`config.mk`:
```
export PLATFORM = sky130hd
export DESIGN_NAME = one_button_stopwatch_timer_flat
export DESIGN_NICKNAME = d
export VERILOG_FILES = /design/src/rtl/obt_pkg.sv /design/src/rtl/obt_ifs.sv /design/src/rtl/obt_in_stage.sv /design/src/rtl/obt_core.sv /design/src/rtl/one_button_stopwatch_timer.sv /design/src/flat_wrapper.sv
export VERILOG_INCLUDE_DIRS = /design/src /design/src/rtl
export SDC_FILE = /design/constraint.sdc
export NUM_CORES = 1
export LEC_CHECK = 0
export ABC_AREA = 0
export BUFFER_PORTS_ARGS = -buffer_cell sky130_fd_sc_hd__clkbuf_2
export CORE_AREA = 2 2 171 89
export DETAILED_ROUTE_END_ITERATION = 12
export DIE_AREA = 0 0 173 91
export GPL_ROUTABILITY_DRIVEN = 1
export HOLD_SLACK_MARGIN = 0.12
export PLACE_DENSITY = 0.51
export SLEW_MARGIN = 20
export SYNTH_ARGS = -nofsm -noshare
export SYNTH_HDL_FRONTEND = slang
export SYNTH_HIERARCHICAL = 1
export SYNTH_SLANG_ARGS = --single-unit
```
`constraint.sdc`:
```
create_clock -name i_clk -period 2.7 [get_ports i_clk]
set_clock_uncertainty 0.2 [all_clocks]
set_input_delay 0.405 -clock i_clk [delete_from_list [all_inputs] [get_ports i_clk]]
set_output_delay 0.405 -clock i_clk [all_outputs]
set_load 0.03 [all_outputs]
```
`src/rtl/assert_macros.svh`:
```
// assertion macros shared by the rtl
`ifndef ASSERT_MACROS_SVH
`define ASSERT_MACROS_SVH

// property checked on every rising clock edge outside reset
`define OBT_ASSERT(label, prop, msg) \
    label: assert property (@(posedge i_clk) disable iff (!i_rst_n) (prop)) \
        else $error(msg);

// implication checked on every rising clock edge outside reset
`define OBT_ASSERT_IMP(label, ante, cons, msg) \
    `OBT_ASSERT(label, (ante) |-> (cons), msg)

`endif

```
`src/rtl/obt_pkg.sv`:
```
// package with types and constants of the stopwatch timer
`timescale 1ns / 1ps

package obt_pkg;

    localparam int CFG_IDX_W = 2;
    localparam int CFG_W     = 8;
    localparam int COUNT_W   = 7;

    localparam logic [CFG_IDX_W-1:0] CFG_SHORT_MIN = 2'd0;
    localparam logic [CFG_IDX_W-1:0] CFG_MODE_MIN  = 2'd1;
    localparam logic [CFG_IDX_W-1:0] CFG_OFF_MIN   = 2'd2;
    localparam logic [CFG_IDX_W-1:0] CFG_PRESCALE  = 2'd3;

    localparam logic [CFG_W-1:0] RST_SHORT_MIN = 8'd5;
    localparam logic [CFG_W-1:0] RST_MODE_MIN  = 8'd50;
    localparam logic [CFG_W-1:0] RST_OFF_MIN   = 8'd200;
    localparam logic [CFG_W-1:0] RST_PRESCALE  = 8'd122;

    localparam logic [COUNT_W-1:0] TOP_COUNT = 7'd99;
    localparam logic [CFG_W-1:0]   TICK_MAX  = 8'd255;

    localparam logic FUNC_TICK     = 1'b0;
    localparam logic FUNC_OVERFLOW = 1'b1;

    typedef enum logic [2:0] {
        PH_IDLE = 3'b001,
        PH_RUN  = 3'b010,
        PH_STOP = 3'b100
    } t_phase;

    typedef struct packed {
        logic func;
        logic button;
    } t_item;

endpackage

```
`src/rtl/obt_ifs.sv`:
```
// handshake channel interfaces for input and result beats
`timescale 1ns / 1ps

interface obt_in_if;
    logic valid;
    logic ready;
    logic func;
    logic button;

    modport source (output valid, output func, output button, input ready);
    modport sink (input valid, input func, input button, output ready);
endinterface

interface obt_out_if;
    import obt_pkg::*;

    logic               valid;
    logic               ready;
    logic [COUNT_W-1:0] shown_value;
    logic               timer_mode;
    logic               running;
    logic               stopped;
    logic               pressing;
    logic               power_down;

    modport source (
        output valid, output shown_value, output timer_mode, output running,
        output stopped, output pressing, output power_down, input ready
    );
    modport sink (
        input valid, input shown_value, input timer_mode, input running,
        input stopped, input pressing, input power_down, output ready
    );
endinterface

```
`src/rtl/obt_in_stage.sv`:
```
// input register stage holding one accepted beat
`timescale 1ns / 1ps

module obt_in_stage (
    input  logic          i_clk,
    input  logic          i_rst_n,
    obt_in_if.sink        i_in,
    input  logic          i_take,
    output logic          o_valid,
    output obt_pkg::t_item o_item
);
    import obt_pkg::*;

    logic  r_valid;
    t_item r_item;
    logic  n_valid;

    assign i_in.ready = !r_valid || i_take;

    always_comb begin
        n_valid = r_valid;
        if (i_in.valid && i_in.ready) begin
            n_valid = 1'b1;
        end else if (i_take) begin
            n_valid = 1'b0;
        end
    end

    always_ff @(posedge i_clk) begin
        if (!i_rst_n) begin
            r_valid <= 1'b0;
        end else begin
            r_valid <= n_valid;
        end
    end

    always_ff @(posedge i_clk) begin
        if (i_in.valid && i_in.ready) begin
            r_item.func   <= i_in.func;
            r_item.button <= i_in.button;
        end
    end

    assign o_valid = r_valid;
    assign o_item  = r_item;

endmodule

```
`src/rtl/obt_core.sv`:
```
// timer state update, configuration registers and result register
`timescale 1ns / 1ps

module obt_core (
    input  logic                          i_clk,
    input  logic                          i_rst_n,
    input  logic                          i_valid,
    input  obt_pkg::t_item                i_item,
    output logic                          o_take,
    input  logic                          i_cfg_we,
    input  logic [obt_pkg::CFG_IDX_W-1:0] i_cfg_idx,
    input  logic [obt_pkg::CFG_W-1:0]     i_cfg_data,
    obt_out_if.source                     o_out
);
    import obt_pkg::*;

    logic [CFG_W-1:0] r_short_min;
    logic [CFG_W-1:0] r_mode_min;
    logic [CFG_W-1:0] r_off_min;
    logic [CFG_W-1:0] r_prescale_top;

    logic               r_mode;
    t_phase             r_phase;
    logic [COUNT_W-1:0] r_count;
    logic [CFG_W-1:0]   r_prescale;
    logic [CFG_W-1:0]   r_ticks;
    logic               r_press;
    logic               r_halted;

    logic               n_mode;
    t_phase             n_phase;
    logic [COUNT_W-1:0] n_count;
    logic [CFG_W-1:0]   n_prescale;
    logic [CFG_W-1:0]   n_ticks;
    logic               n_press;
    logic               n_halted;

    logic               r_out_valid;
    logic [COUNT_W-1:0] r_out_shown;
    logic               r_out_mode;
    logic               r_out_running;
    logic               r_out_stopped;
    logic               r_out_pressing;
    logic               r_out_power_down;
    logic               n_out_valid;

    logic take;
    logic action;
    logic do_run;

    assign take   = i_valid && (!r_out_valid || o_out.ready);
    assign o_take = take;

    always_ff @(posedge i_clk) begin
        if (!i_rst_n) begin
            r_short_min    <= RST_SHORT_MIN;
            r_mode_min     <= RST_MODE_MIN;
            r_off_min      <= RST_OFF_MIN;
            r_prescale_top <= RST_PRESCALE;
        end else if (i_cfg_we) begin
            case (i_cfg_idx)
                CFG_SHORT_MIN: r_short_min    <= i_cfg_data;
                CFG_MODE_MIN:  r_mode_min     <= i_cfg_data;
                CFG_OFF_MIN:   r_off_min      <= i_cfg_data;
                CFG_PRESCALE:  r_prescale_top <= i_cfg_data;
                default: ;
            endcase
        end
    end

    always_comb begin
        n_mode     = r_mode;
        n_phase    = r_phase;
        n_count    = r_count;
        n_prescale = r_prescale;
        n_ticks    = r_ticks;
        n_press    = r_press;
        n_halted   = r_halted;
        action     = 1'b0;
        do_run     = 1'b0;
        if (take && !r_halted) begin
            if (i_item.func == FUNC_OVERFLOW) begin
                if (r_prescale == r_prescale_top) begin
                    n_prescale = '0;
                    if (r_phase == PH_RUN && r_count < TOP_COUNT) begin
                        n_count = r_count + 7'd1;
                    end
                end else begin
                    n_prescale = r_prescale + 8'd1;
                end
            end else begin
                do_run = 1'b1;
                if (r_press) begin
                    if (i_item.button) begin
                        do_run = 1'b0;
                        if (r_ticks != TICK_MAX) begin
                            n_ticks = r_ticks + 8'd1;
                        end
                    end else begin
                        n_press = 1'b0;
                        if (r_ticks > r_off_min) begin
                            n_halted = 1'b1;
                            do_run   = 1'b0;
                        end else if (r_ticks > r_mode_min) begin
                            n_mode  = !r_mode;
                            n_phase = PH_IDLE;
                            n_count = '0;
                        end else if (r_ticks > r_short_min) begin
                            action = 1'b1;
                        end
                    end
                end else if (i_item.button) begin
                    n_press = 1'b1;
                    n_ticks = '0;
                    do_run  = 1'b0;
                end
                // run phase stepping after the press is classified
                if (do_run) begin
                    if (action && n_phase == PH_STOP) begin
                        n_count = '0;
                    end
                    if (action ||
                        (!n_mode && n_count == TOP_COUNT && n_phase == PH_RUN)) begin
                        case (n_phase)
                            PH_IDLE: begin
                                n_prescale = '0;
                                n_phase    = PH_RUN;
                            end
                            PH_RUN:  n_phase = PH_STOP;
                            PH_STOP: n_phase = PH_IDLE;
                            default: n_phase = PH_IDLE;
                        endcase
                    end
                end
            end
        end
    end

    always_ff @(posedge i_clk) begin
        if (!i_rst_n) begin
            r_mode     <= 1'b0;
            r_phase    <= PH_IDLE;
            r_count    <= '0;
            r_prescale <= '0;
            r_ticks    <= '0;
            r_press    <= 1'b0;
            r_halted   <= 1'b0;
        end else begin
            r_mode     <= n_mode;
            r_phase    <= n_phase;
            r_count    <= n_count;
            r_prescale <= n_prescale;
            r_ticks    <= n_ticks;
            r_press    <= n_press;
            r_halted   <= n_halted;
        end
    end

    always_comb begin
        n_out_valid = r_out_valid;
        if (take) begin
            n_out_valid = 1'b1;
        end else if (o_out.ready) begin
            n_out_valid = 1'b0;
        end
    end

    always_ff @(posedge i_clk) begin
        if (!i_rst_n) begin
            r_out_valid <= 1'b0;
        end else begin
            r_out_valid <= n_out_valid;
        end
    end

    always_ff @(posedge i_clk) begin
        if (take) begin
            r_out_shown      <= n_mode ? (TOP_COUNT - n_count) : n_count;
            r_out_mode       <= n_mode;
            r_out_running    <= (n_phase == PH_RUN);
            r_out_stopped    <= (n_phase == PH_STOP);
            r_out_pressing   <= n_press;
            r_out_power_down <= n_halted;
        end
    end

    assign o_out.valid       = r_out_valid;
    assign o_out.shown_value = r_out_shown;
    assign o_out.timer_mode  = r_out_mode;
    assign o_out.running     = r_out_running;
    assign o_out.stopped     = r_out_stopped;
    assign o_out.pressing    = r_out_pressing;
    assign o_out.power_down  = r_out_power_down;

endmodule

```
`src/rtl/one_button_stopwatch_timer.sv`:
```
// top level of the one-button stopwatch and countdown timer
//
// usage:
// - i_in carries one event per beat: func 0 is a display tick with the
//   button level, func 1 is a timer overflow that feeds the prescaler
// - o_out carries one status beat per input beat: shown value, mode,
//   running, stopped, pressing and power-down flags after that event
// - i_cfg_we / i_cfg_idx / i_cfg_data write the four 8-bit thresholds
//   (short press, mode press, off press, prescale top) while idle
// - an input beat passes the input register, then the state update
//   feeding the result register
// - throughput is one beat per cycle unless o_out stalls; the single
//   state update path from input to result register sets that figure
// - a stalled receiver holds the result register; the input register
//   still takes one more beat, then i_in.ready drops until o_out drains
// - reset clears the state to stopwatch, idle, count zero, no press,
//   not halted, and loads the default thresholds
// - after a long press every event is ignored until reset, results still
//   report the held state
`timescale 1ns / 1ps

module one_button_stopwatch_timer (
    input  logic                          i_clk,
    input  logic                          i_rst_n,
    obt_in_if.sink                        i_in,
    obt_out_if.source                     o_out,
    input  logic                          i_cfg_we,
    input  logic [obt_pkg::CFG_IDX_W-1:0] i_cfg_idx,
    input  logic [obt_pkg::CFG_W-1:0]     i_cfg_data
);
    import obt_pkg::*;

    `include "assert_macros.svh"

    logic  stage_valid;
    t_item stage_item;
    logic  stage_take;

    obt_in_stage u_in_stage (
        .i_clk   (i_clk),
        .i_rst_n (i_rst_n),
        .i_in    (i_in),
        .i_take  (stage_take),
        .o_valid (stage_valid),
        .o_item  (stage_item)
    );

    obt_core u_core (
        .i_clk      (i_clk),
        .i_rst_n    (i_rst_n),
        .i_valid    (stage_valid),
        .i_item     (stage_item),
        .o_take     (stage_take),
        .i_cfg_we   (i_cfg_we),
        .i_cfg_idx  (i_cfg_idx),
        .i_cfg_data (i_cfg_data),
        .o_out      (o_out)
    );

    `OBT_ASSERT_IMP(a_phase_excl, o_out.valid, !(o_out.running && o_out.stopped), "run and stop both set")
    `OBT_ASSERT_IMP(a_shown_range, o_out.valid, o_out.shown_value <= TOP_COUNT, "shown value above 99")
    `OBT_ASSERT_IMP(a_ready_empty, !o_out.valid, i_in.ready, "input stalled with empty result")
    `OBT_ASSERT_IMP(a_halt_sticky, $past(i_rst_n) && $past(o_out.valid && o_out.power_down) && o_out.valid, o_out.power_down, "power down dropped without reset")

endmodule

```
`src/flat_wrapper.sv`:
```
// flat-port wrapper written by rule: the top's interface ports become plain ports
module one_button_stopwatch_timer_flat import obt_pkg::*;
  (i_clk, i_rst_n, i_cfg_we, i_cfg_idx, i_cfg_data, i_in_valid, i_in_func, i_in_button, i_in_ready, o_out_valid, o_out_shown_value, o_out_timer_mode, o_out_running, o_out_stopped, o_out_pressing, o_out_power_down, o_out_ready);
  obt_in_if i_in_i ();
  obt_out_if o_out_i ();
  input  logic i_clk;
  input  logic i_rst_n;
  input  logic i_cfg_we;
  input  logic [obt_pkg::CFG_IDX_W-1:0] i_cfg_idx;
  input  logic [obt_pkg::CFG_W-1:0] i_cfg_data;
  input wire logic [$bits(i_in_i.valid)-1:0] i_in_valid;
  input wire logic [$bits(i_in_i.func)-1:0] i_in_func;
  input wire logic [$bits(i_in_i.button)-1:0] i_in_button;
  output wire logic [$bits(i_in_i.ready)-1:0] i_in_ready;
  output wire logic [$bits(o_out_i.valid)-1:0] o_out_valid;
  output wire logic [$bits(o_out_i.shown_value)-1:0] o_out_shown_value;
  output wire logic [$bits(o_out_i.timer_mode)-1:0] o_out_timer_mode;
  output wire logic [$bits(o_out_i.running)-1:0] o_out_running;
  output wire logic [$bits(o_out_i.stopped)-1:0] o_out_stopped;
  output wire logic [$bits(o_out_i.pressing)-1:0] o_out_pressing;
  output wire logic [$bits(o_out_i.power_down)-1:0] o_out_power_down;
  input wire logic [$bits(o_out_i.ready)-1:0] o_out_ready;
  assign i_in_i.valid = i_in_valid;
  assign i_in_i.func = i_in_func;
  assign i_in_i.button = i_in_button;
  assign i_in_ready = i_in_i.ready;
  assign o_out_valid = o_out_i.valid;
  assign o_out_shown_value = o_out_i.shown_value;
  assign o_out_timer_mode = o_out_i.timer_mode;
  assign o_out_running = o_out_i.running;
  assign o_out_stopped = o_out_i.stopped;
  assign o_out_pressing = o_out_i.pressing;
  assign o_out_power_down = o_out_i.power_down;
  assign o_out_i.ready = o_out_ready;
  one_button_stopwatch_timer u_core (.i_clk(i_clk), .i_rst_n(i_rst_n), .i_in(i_in_i), .o_out(o_out_i), .i_cfg_we(i_cfg_we), .i_cfg_idx(i_cfg_idx), .i_cfg_data(i_cfg_data));
endmodule
```
==> metrics.md, run 1 <==
| Metric | Value |
|---|---|
| Status | finished, violations left |
| Failing checks | negative setup slack |
| Post-DR wirelength/cell | 15.6 µm |
| Max-slew violations | 0 |
| Primary FF master, synth | dfxtp_1 |
| Sink Count | 77 |
| Syn_nets | 517 |
| Worst path arrival time | 2.61 ns |
| DRT iter0 DRCs | 266 |
| Layout Nets | 608 |
| Post-synth ARST share | 0% |
| Initial antenna violation count | 0 |
| Register cell area after layout | 1700 µm² |
| Overflow after GRT | 0 |
| Crit path buffers/inverters | 0 |
| Max-Cap Viols | 0 |
| Period minus WS final | 2.72 ns |
| Worst-Skew Late Latency | 0.34 ns |
| Number of flops mapped to enable cells by yosys | 14 |
| Largest cells by area after synthesis | dfxtp_1 30%, edfxtp_1 10%, ha_1 8.4% |
| Worst Setup Start Kind | flop |
| CORE AREA | 14200 µm² |
| Min setup slack post-route | -0.0206 ns |
| Crit path cell chain | or3b_4 > nor3b_4 > nand3_4 > or2_4 > mux2_4 > o311a_4 > ha_4 > o2111ai_4 > a21oi_2 > xor2_1 |
| Die Ht | 91 µm |
| Hpwl dp | 9130 µm |
| Fillcell total | 1452 |
| Detail-routed via count per cell | 4.85 |
| Slowest-stage cell, CP | or3b_4 |
| Hold Path Class | in -> reg |
| Area Growth Syn to Fin | 35.8% |
| Total number of vias | 3712 |
| WL met1 | 7070 µm |
| Area leader, netlist | dfxtp_1 |
| Least-Margin Pin Slew | 0.850 ns |
| CTS tree | yes |
| Mean Syn Cell Area | 8.88 µm² |
| Post-synthesis cell count | 472 |
| Root Driver | clkbuf_16 |
| Final hold slack | 0.150 ns |
| Drt total wl | 12000 µm |
| Mapped Area | 4190 µm² |
| DRC | 0 |
| DR WL met2 | 4320 µm |
| H-tree depth | 3 |
| Largest net degree at the start of global routing | 31 |
| Max Freq | 368 MHz |
| GRT Total Usage | 15.7% |
| Flop2flop setup slack | -0.02 ns |
| Yosys cell types | 64 |
| PwrDens | 492 nW/µm² |
| Crit path kind | reg -> reg |
| Most frequent cell after synthesis | dfxtp_1 |
| N_diodes | 0 |
| Total CTS buffers | 9 |
| Max clock buf depth | 2 |
| Clock slew at reported path FFs | 0.06 ns |
| Peak VDD IR | 0.230 mV |
| Design Power | 2.80 mW |
| Metal3 WL | 526 µm |
| Std cell rows | 31 |
| Period utilisation layout | 101% |
| Die area | 15700 µm² |
| Leakage | 2.24 nW |
| Worst Path Max Fanout | 4 |
| Seq/Total Area, Yosys | 40.1% |
| Critical Path Max Stage Delay | 0.39 ns |
| CP top delay family | simple AND/OR/NAND/NOR gates |
| Multi-input logic area | 2620 µm² |
| First-pass GRT wire length | 19200 µm |
| Slew headroom | 43.1% |
| Final Util | 40.1% |
| Die width | 173 µm |
| Vias in the first global route | 3497 |
| IO Count | 31 |
| Synth cell count leaders | 63 x dfxtp_1, 60 x nand2_1, 38 x inv_1, 28 x ha_1, 25 x nor2b_1 |
| Critical path required time | 2.59 ns |
| Setup violators final | 1 |
| Share of cells above drive strength 1 | 30.3% |
| Area share of the largest cell type after synthesis | 30.1% |
| RSZ-0062 raised after global routing | true |
| Post-route ant nets | 0 |
| Final Cell Area | 5690 µm² |
| Final Hold Fails | 0 |
| Crit. End Element | flop |
| Dpl cell area | 4990 µm² |
| YS warnings | 6 |
| DR pass1 iterations | 4 |
| Top Layer Used | met4 |
| Yosys reg bits | 77 |
| Buffers on Ports | 30 |
| Gp weighted congestion | 0.930 |
| Starting Density | 29.5% |
cell usage in the layout (no fill, tap or decap), types with 10 or more instances in the layout:
cell type	n
nor2b_1	25
ha_1	17
ha_4	11
edfxtp_1	14
buf_4	58
clkbuf_16	10
a21oi_1	17
dfxtp_1	54
clkbuf_2	30
nand2_1	60
nand3_1	16
inv_1	36
xor2_1	11
a21boi_0	11
nor2_1	18
o21ai_0	18
cell families (layout without fill, tap and decap cells):
family,count (synthesis),count (layout),share of synthesized area [%]
flip-flops,77,77,40.1
AO/OA/AOI/OAI,104,104,17.0
adder cells (fa/ha/maj),28,28,8.36
AND/OR/NAND/NOR,184,184,23.6
multiplexers,9,9,2.30
XOR/XNOR,18,18,3.94
buffers and inverters,52,148,4.66
flip-flops by register name, summed over array words and instances, names as in the netlist, 2 cells and up:
register,count
u_core/u_core/o_out.shown_value,7
u_core/u_core/r_count,7
u_core/u_core/r_mode_min,8
u_core/u_core/r_off_min,8
u_core/u_core/r_phase,3
u_core/u_core/r_prescale,8
u_core/u_core/r_prescale_top,8
u_core/u_core/r_short_min,8
u_core/u_core/r_ticks,8
u_core/u_in_stage/o_item,2
where the power goes:
part | total (mW) | internal (mW) | leakage (nW) | switching, mW
clock | 1.34 | 0.849 | 0.160 | 0.496
combinational | 0.235 | 0.0872 | 1.42 | 0.148
sequential | 1.22 | 1.20 | 0.654 | 0.0170
path summary, 6_finish.rpt:
kind / start / to / cells after the start
setup / recovery: u_core/u_core/r_phase[1]$_SDFF_PN0_ / u_core/u_core/o_out.shown_value[6]$_DFFE_PP_ / 10
hold / removal: i_cfg_data[4] / u_core/u_core/r_off_min[4]$_SDFFE_PN0P_ / 3
setup reg to reg: u_core/u_core/r_phase[1]$_SDFF_PN0_ / u_core/u_core/o_out.shown_value[6]$_DFFE_PP_ / 10
hold reg to reg: u_core/u_core/r_off_min[4]$_SDFFE_PN0P_ / u_core/u_core/r_off_min[4]$_SDFFE_PN0P_ / 2
stage by stage:
step | instances | setup slack [ns] | TNS (ns)
final | 766 | -0.0206 | -0.0206
after global routing | 766 | -0.0996 | -0.216
after global placement | 743 | -0.114 | -0.460
after CTS | 767 | -0.0185 | -0.0185
after floorplan | 472 | -0.0658 | -0.0658
after detailed placement | 743 | -0.162 | -0.445
worst register-to-register path, stage by stage, from the launching register on:
cell       delay, ns
dfxtp_2         0.34
or3b_4          0.39
nor3b_4         0.24
nand3_4         0.13
or2_4           0.28
mux2_4          0.31
o311a_4         0.13
ha_4            0.17
o2111ai_4       0.06
a21oi_2         0.08
xor2_1          0.14
layout make-up:
type	count	area share (%)
inverter	38	2.51
sequential	77	29.8
tap	198	4.35
multi-input combinational	343	46.0
clock buffer	14	5.19
clock inverter	2	0.660
timing repair buffer	94	11.4
routing by layer:
metal  up-vias  global-route usage, %
li1       1855                      -
met1      1778                   26.2
met2        73                   19.0
met3         6                   3.69
met4         0                   3.32
met5         -                      0
timing repair:
action | in CTS | in global routing
pin swaps | 17 | 19
hold buffers | 3 | 0
gates resized for setup | 28 | 28
setup buffers | 5 | 0
endpoints found under the hold margin | 3 | 0
setup endpoints to repair | 7 | 17
Note: power is estimated with default switching activity, not from simulation.
==> inputs of run 2 (changes only) <==
CELL_PAD_IN_SITES_DETAIL_PLACEMENT = 0   (was unset)
CELL_PAD_IN_SITES_GLOBAL_PLACEMENT = 1   (was unset)
PLACE_DENSITY = 0.61   (was 0.51)
==> run 2 against run 1 <==
  * The run still ends with negative setup slack left
  * Cell count is 1.2% higher
  * Flip-flop and latch count stayed put
  * Critical path type unchanged
  * Wire length is 0.28% higher
  * Via count is 1.3% lower
  * Highest routed layer unchanged
  * Maximum frequency is 1.0% lower
  * First-iteration DRC count is 33% lower
  * Sequential power hardly changed
  * Clock power is 6% lower
  * Utilization is 0.86 points higher
  * Final area is 2.2% higher
==> metrics.md, run 2 (synthesized netlist as in run 1, its figures left out) <==
| Metric | Value |
|---|---|
| Clock slew at reported path FFs | 0.06 ns |
| Gp weighted congestion | 0.843 |
| Setup violators final | 2 |
| Slew headroom | 54.8% |
| Vias in the first global route | 3689 |
| Total number of vias | 3664 |
| Drt total wl | 12000 µm |
| Leakage | 2.28 nW |
| Max-slew violations | 0 |
| N_diodes | 0 |
| Max Freq | 364 MHz |
| Overflow after GRT | 0 |
| Least-Margin Pin Slew | 0.676 ns |
| Root Driver | clkbuf_16 |
| PwrDens | 468 nW/µm² |
| Die width | 173 µm |
| Failing checks | negative setup slack |
| DP Worst Slack | -0.222 ns |
| Initial antenna violation count | 0 |
| First-pass GRT wire length | 19300 µm |
| Worst Hold Path EP | u_core/u_core/r_off_min[1]$_SDFFE_PN0P_ |
| Final Hold Fails | 0 |
| Die Ht | 91 µm |
| Worst path arrival time | 2.64 ns |
| Period utilisation layout | 102% |
| Hpwl dp | 9150 µm |
| Hold Path Stages | 3 |
| Total CTS buffers | 9 |
| Crit Reg-Reg Endpoint | u_core/u_core/o_out.shown_value[6]$_DFFE_PP_ |
| Final hold slack | 0.174 ns |
| Detail-routed via count per cell | 4.73 |
| Share of cells above drive strength 1 | 34.1% |
| CTS tree | yes |
| Crit. End Element | flop |
| Starting Density | 29.5% |
| Worst-Skew Late Latency | 0.33 ns |
| Critical path required time | 2.59 ns |
| Post-route ant nets | 0 |
| Largest net degree at the start of global routing | 38 |
| Die area | 15700 µm² |
| Flop2flop setup slack | -0.05 ns |
| R2R depth | 10 |
| Sink Count | 77 |
| Buffers on Ports | 30 |
| Std cell rows | 31 |
| Hold Path Class | in -> reg |
| Post-DR wirelength/cell | 15.5 µm |
| Period minus WS final | 2.75 ns |
| Area Growth Syn to Fin | 38.8% |
| DRC | 0 |
| Max-Cap Viols | 0 |
| Crit path kind | reg -> reg |
| Hold wc startpoint | i_cfg_data[1] |
| DR pass1 iterations | 4 |
| CORE AREA | 14200 µm² |
| Peak VDD IR | 0.250 mV |
| Status | finished, violations left |
| Most common cell after layout, fill and taps aside | buf_4 |
| Min setup slack post-route | -0.0481 ns |
| Max clock buf depth | 2 |
| Most frequent cells in the layout | 67 x buf_4, 60 x nand2_1, 48 x dfxtp_1 |
| H-tree depth | 3 |
| GRT Total Usage | 15.7% |
| Layout Nets | 618 |
| Worst r2r src | u_core/u_core/r_phase[2]$_SDFF_PN0_ |
| IO Count | 31 |
| RSZ-0062 raised after global routing | true |
| DRT iter0 DRCs | 179 |
| Worst Setup Start Kind | flop |
| Worst Path Max Fanout | 3 |
run 2: layout make-up:
class | count | area [µm²]
fill | 1432 | 8380
multi-input combinational | 343 | 2670
sequential | 77 | 1710
timing repair buffer | 104 | 737
clock buffer | 11 | 264
tap | 198 | 248
inverter | 38 | 143
clock inverter | 4 | 45.0
run 2: per-stage QoR:
step	instances	area [µm²]	power (mW)	TNS (ns)	utilization, %
after global placement	748	5030	1.47	-0.185	35.4
after global routing	775	5810	2.84	-0.299	40.9
final	775	5810	2.72	-0.0500	40.9
after floorplan	472	4230	1.38	-0.0658	-
after CTS	773	5510	2.75	-0.0879	38.8
after detailed placement	748	5030	1.47	-0.563	35.4
run 2: worst max-delay path by stage:
stage                                           from                                            to  slack (ns)
5_1_grt          u_core/u_core/r_phase[1]$_SDFF_PN0_  u_core/u_core/o_out.shown_value[6]$_DFFE_PP_       -0.11
2_1_floorplan    u_core/u_core/r_count[4]$_SDFF_PN0_  u_core/u_core/o_out.shown_value[6]$_DFFE_PP_       -0.07
4_1_cts          u_core/u_core/r_phase[1]$_SDFF_PN0_  u_core/u_core/o_out.shown_value[6]$_DFFE_PP_       -0.06
3_5_place_dp   u_core/u_core/r_ticks[7]$_SDFFE_PN0P_  u_core/u_core/o_out.shown_value[6]$_DFFE_PP_       -0.22
3_3_place_gp     u_core/u_core/r_phase[1]$_SDFF_PN0_  u_core/u_core/o_out.shown_value[6]$_DFFE_PP_       -0.10
6_report         u_core/u_core/r_phase[2]$_SDFF_PN0_  u_core/u_core/o_out.shown_value[6]$_DFFE_PP_       -0.05
run 2: power by group:
group          total (mW)  internal, mW  leakage (nW)  switching (mW)
clock                1.26         0.787         0.156           0.472
combinational       0.243        0.0926          1.47           0.150
sequential           1.22          1.20         0.656          0.0179
run 2: worst max-delay path, cell delays in order (launching register included):
cell       delay (ns)
dfxtp_1          0.32
or3b_4           0.42
nor3b_4          0.22
nand3_2          0.16
or2_4            0.29
mux2_4           0.31
o311a_4          0.13
ha_4             0.18
o2111ai_4        0.06
a21oi_2          0.08
xor2_1           0.14
run 2: repair_timing:
item	4_1_cts	5_1_grt
hold endpoints to repair	3	0
setup buffers	7	3
pin swaps	18	29
endpoints found under the setup margin	6	20
hold buffers	3	0
resized for setup	18	60
run 2: routing by layer:
metal / routed length (µm) / up-vias / share of wire, % / GRT usage (%)
met2: 4610 / 66 / 38 / 21.2
li1: - / 1877 / - / -
met3: 599 / 13 / 5.0 / 4.10
met4: 107 / 0 / 0.89 / 4.10
met5: 0 / - / 0 / 0
met1: 6700 / 1708 / 56 / 24.1
==> inputs of run 3 (changes only) <==
TNS_END_PERCENT = 20   (was unset)
==> run 3 against run 2 <==
  * The run still ends with negative setup slack left
  * Critical path depth unchanged
  * Flip-flop and latch count unchanged
  * Combinational power about the same
  * First-iteration DRC count increased by 13%
  * Clock power about the same
  * Cell count decreased by 0.13%
  * Maximum frequency about the same
  * Global-route usage unchanged
  * Final area decreased by 1.4%
  * Count of clock-buffer cells in the layout unchanged
==> metrics.md, run 3 (synthesized netlist as in run 1, its figures left out) <==
| Metric | Value |
|---|---|
| Crit path cell chain | or3b_4 > nor3b_4 > nand3_2 > or2_4 > mux2_4 > o311a_4 > ha_4 > o2111ai_4 > a21oi_2 > xor2_1 |
| CP startpoint | u_core/u_core/r_phase[1]$_SDFF_PN0_ |
| Vias in the first global route | 3689 |
| Largest net degree at the start of global routing | 38 |
| Drt total wl | 11800 µm |
| Slew headroom | 54.1% |
| Layout Nets | 617 |
| Peak VDD IR | 0.249 mV |
| Final hold slack | 0.173 ns |
| Max-Cap Viols | 0 |
| R2R depth | 10 |
| Reg power frac | 44.9% |
| Flop2flop setup slack | -0.05 ns |
| Final Hold Fails | 0 |
| Least-Margin Pin Slew | 0.686 ns |
| Clock slew at reported path FFs | 0.06 ns |
| CORE AREA | 14200 µm² |
| Leakage | 2.27 nW |
| First-pass GRT wire length | 19300 µm |
| Max clock buf depth | 2 |
| Cell-internal power | 2.08 mW |
| Worst path arrival time | 2.63 ns |
| Crit Reg-Reg Endpoint | u_core/u_core/o_out.shown_value[6]$_DFFE_PP_ |
| Worst r2r src | u_core/u_core/r_phase[1]$_SDFF_PN0_ |
| Slowest-stage cell, CP | or3b_4 |
| Hold Path Class | in -> reg |
| Critical path required time | 2.59 ns |
| Total number of vias | 3656 |
| Worst-Skew Late Latency | 0.33 ns |
| Post-route ant nets | 0 |
| TNS Setup | -0.0478 ns |
| RSZ-0062 raised after global routing | true |
| Setup violators final | 2 |
| Most common cell after layout, fill and taps aside | buf_4 |
| Die Ht | 91 µm |
| Root Driver | clkbuf_16 |
| Switching portion of total power | 23.5% |
| Most frequent cells in the layout | 67 x buf_4, 60 x nand2_1, 52 x dfxtp_1 |
| Crit. End Element | flop |
| Placed cells | 748 |
| Detail-routed via count per cell | 4.72 |
| Hpwl dp | 9150 µm |
| Starting Density | 29.5% |
| Post-route insts no fill | 774 |
| CTS tree | yes |
| Status | finished, violations left |
| IO Count | 31 |
| Worst Path Max Fanout | 3 |
| Buffers on Ports | 30 |
| Crit path buffers/inverters | 0 |
| DR pass1 iterations | 7 |
| Post-DR wirelength/cell | 15.3 µm |
| Max-slew violations | 0 |
| CP top delay family | simple AND/OR/NAND/NOR gates |
| Final Cell Area | 5730 µm² |
| Overflow after GRT | 0 |
| DRT iter0 DRCs | 202 |
| DRC | 0 |
| Sink Count | 77 |
| Area Growth Syn to Fin | 36.8% |
| Critical Path Max Stage Delay | 0.40 ns |
| Worst Setup Start Kind | flop |
| Period minus WS final | 2.75 ns |
| N_diodes | 0 |
| GRT Total Usage | 15.7% |
| Dpl cell area | 5030 µm² |
| Hold Path Stages | 3 |
| Worst path depth | 10 |
| Share of cells above drive strength 1 | 32.5% |
| PwrDens | 475 nW/µm² |
| Initial antenna violation count | 0 |
| Gp weighted congestion | 0.843 |
| Clock power frac | 46.3% |
| Max Freq | 364 MHz |
| H-tree depth | 3 |
| Die width | 173 µm |
| End of the critical path | u_core/u_core/o_out.shown_value[6]$_DFFE_PP_ |
| Combinational Power Share | 8.8% |
| Die area | 15700 µm² |
| Crit path kind | reg -> reg |
| Min setup slack post-route | -0.0460 ns |
| Std cell rows | 31 |
| Sw Pwr | 639 µW |
| Period utilisation layout | 102% |
| Total CTS buffers | 9 |
| Failing checks | negative setup slack |
## run 3: layer usage
layer	share of wire, %	track usage (%)
met5	0	0
met4	0.76	4.10
met3	5.4	4.10
met2	38	21.2
met1	56	24.1
## run 3: power by group through the flow
| stage | registers [mW] | clock network, mW | logic [mW] |
|---|---|---|---|
| 6_report | 1.22 | 1.26 | 0.240 |
| 5_1_grt | 1.22 | 1.35 | 0.265 |
| 4_1_cts | 1.22 | 1.29 | 0.234 |
| 3_5_place_dp | 1.25 | 0 | 0.228 |
| 3_3_place_gp | 1.24 | 0 | 0.224 |
| 2_1_floorplan | 1.26 | 0 | 0.115 |
## run 3: through the flow
step                      total power, mW  worst slack, ns  utilization [%]
after floorplan                      1.38          -0.0658                -
after global placement               1.47           -0.101             35.4
after detailed placement             1.47           -0.222             35.4
after CTS                            2.75          -0.0589             38.8
after global routing                 2.84           -0.122             40.4
final                                2.72          -0.0460             40.4
## run 3: worst min-delay path by stage
stage / slack, ns / startpoint / endpoint
finish: 0.17 / i_cfg_data[1] / u_core/u_core/r_off_min[1]$_SDFFE_PN0P_
global placement: 0.26 / u_core/u_core/r_off_min[4]$_SDFFE_PN0P_ / u_core/u_core/r_off_min[4]$_SDFFE_PN0P_
detailed placement: 0.26 / u_core/u_core/r_off_min[2]$_SDFFE_PN0P_ / u_core/u_core/r_off_min[2]$_SDFFE_PN0P_
CTS: 0.18 / i_cfg_data[1] / u_core/u_core/r_off_min[1]$_SDFFE_PN0P_
global route: 0.19 / i_cfg_data[1] / u_core/u_core/r_off_min[1]$_SDFFE_PN0P_
floorplan: 0.24 / u_core/u_core/r_off_min[1]$_SDFFE_PN0P_ / u_core/u_core/r_off_min[1]$_SDFFE_PN0P_
## run 3: tightest hold or removal path, stage by stage
cell,delay [ns]
clkbuf_2,0.13
nand2_1,0.06
a21boi_0,0.06
## run 3: area by class of cell
type	instances	area (µm²)
fill	1446	8460
multi-input combinational	343	2610
sequential	77	1700
timing repair buffer	103	726
clock buffer	11	264
tap	198	248
inverter	38	143
clock inverter	4	45.0
## run 3: timing repair
item                       CTS  global route
pin swaps                   18            25
resized for setup           18            45
hold endpoints to repair     3             0
hold buffers                 3             0
buffers inserted             7             2
cloned                       0             0
setup endpoints to repair    6            20
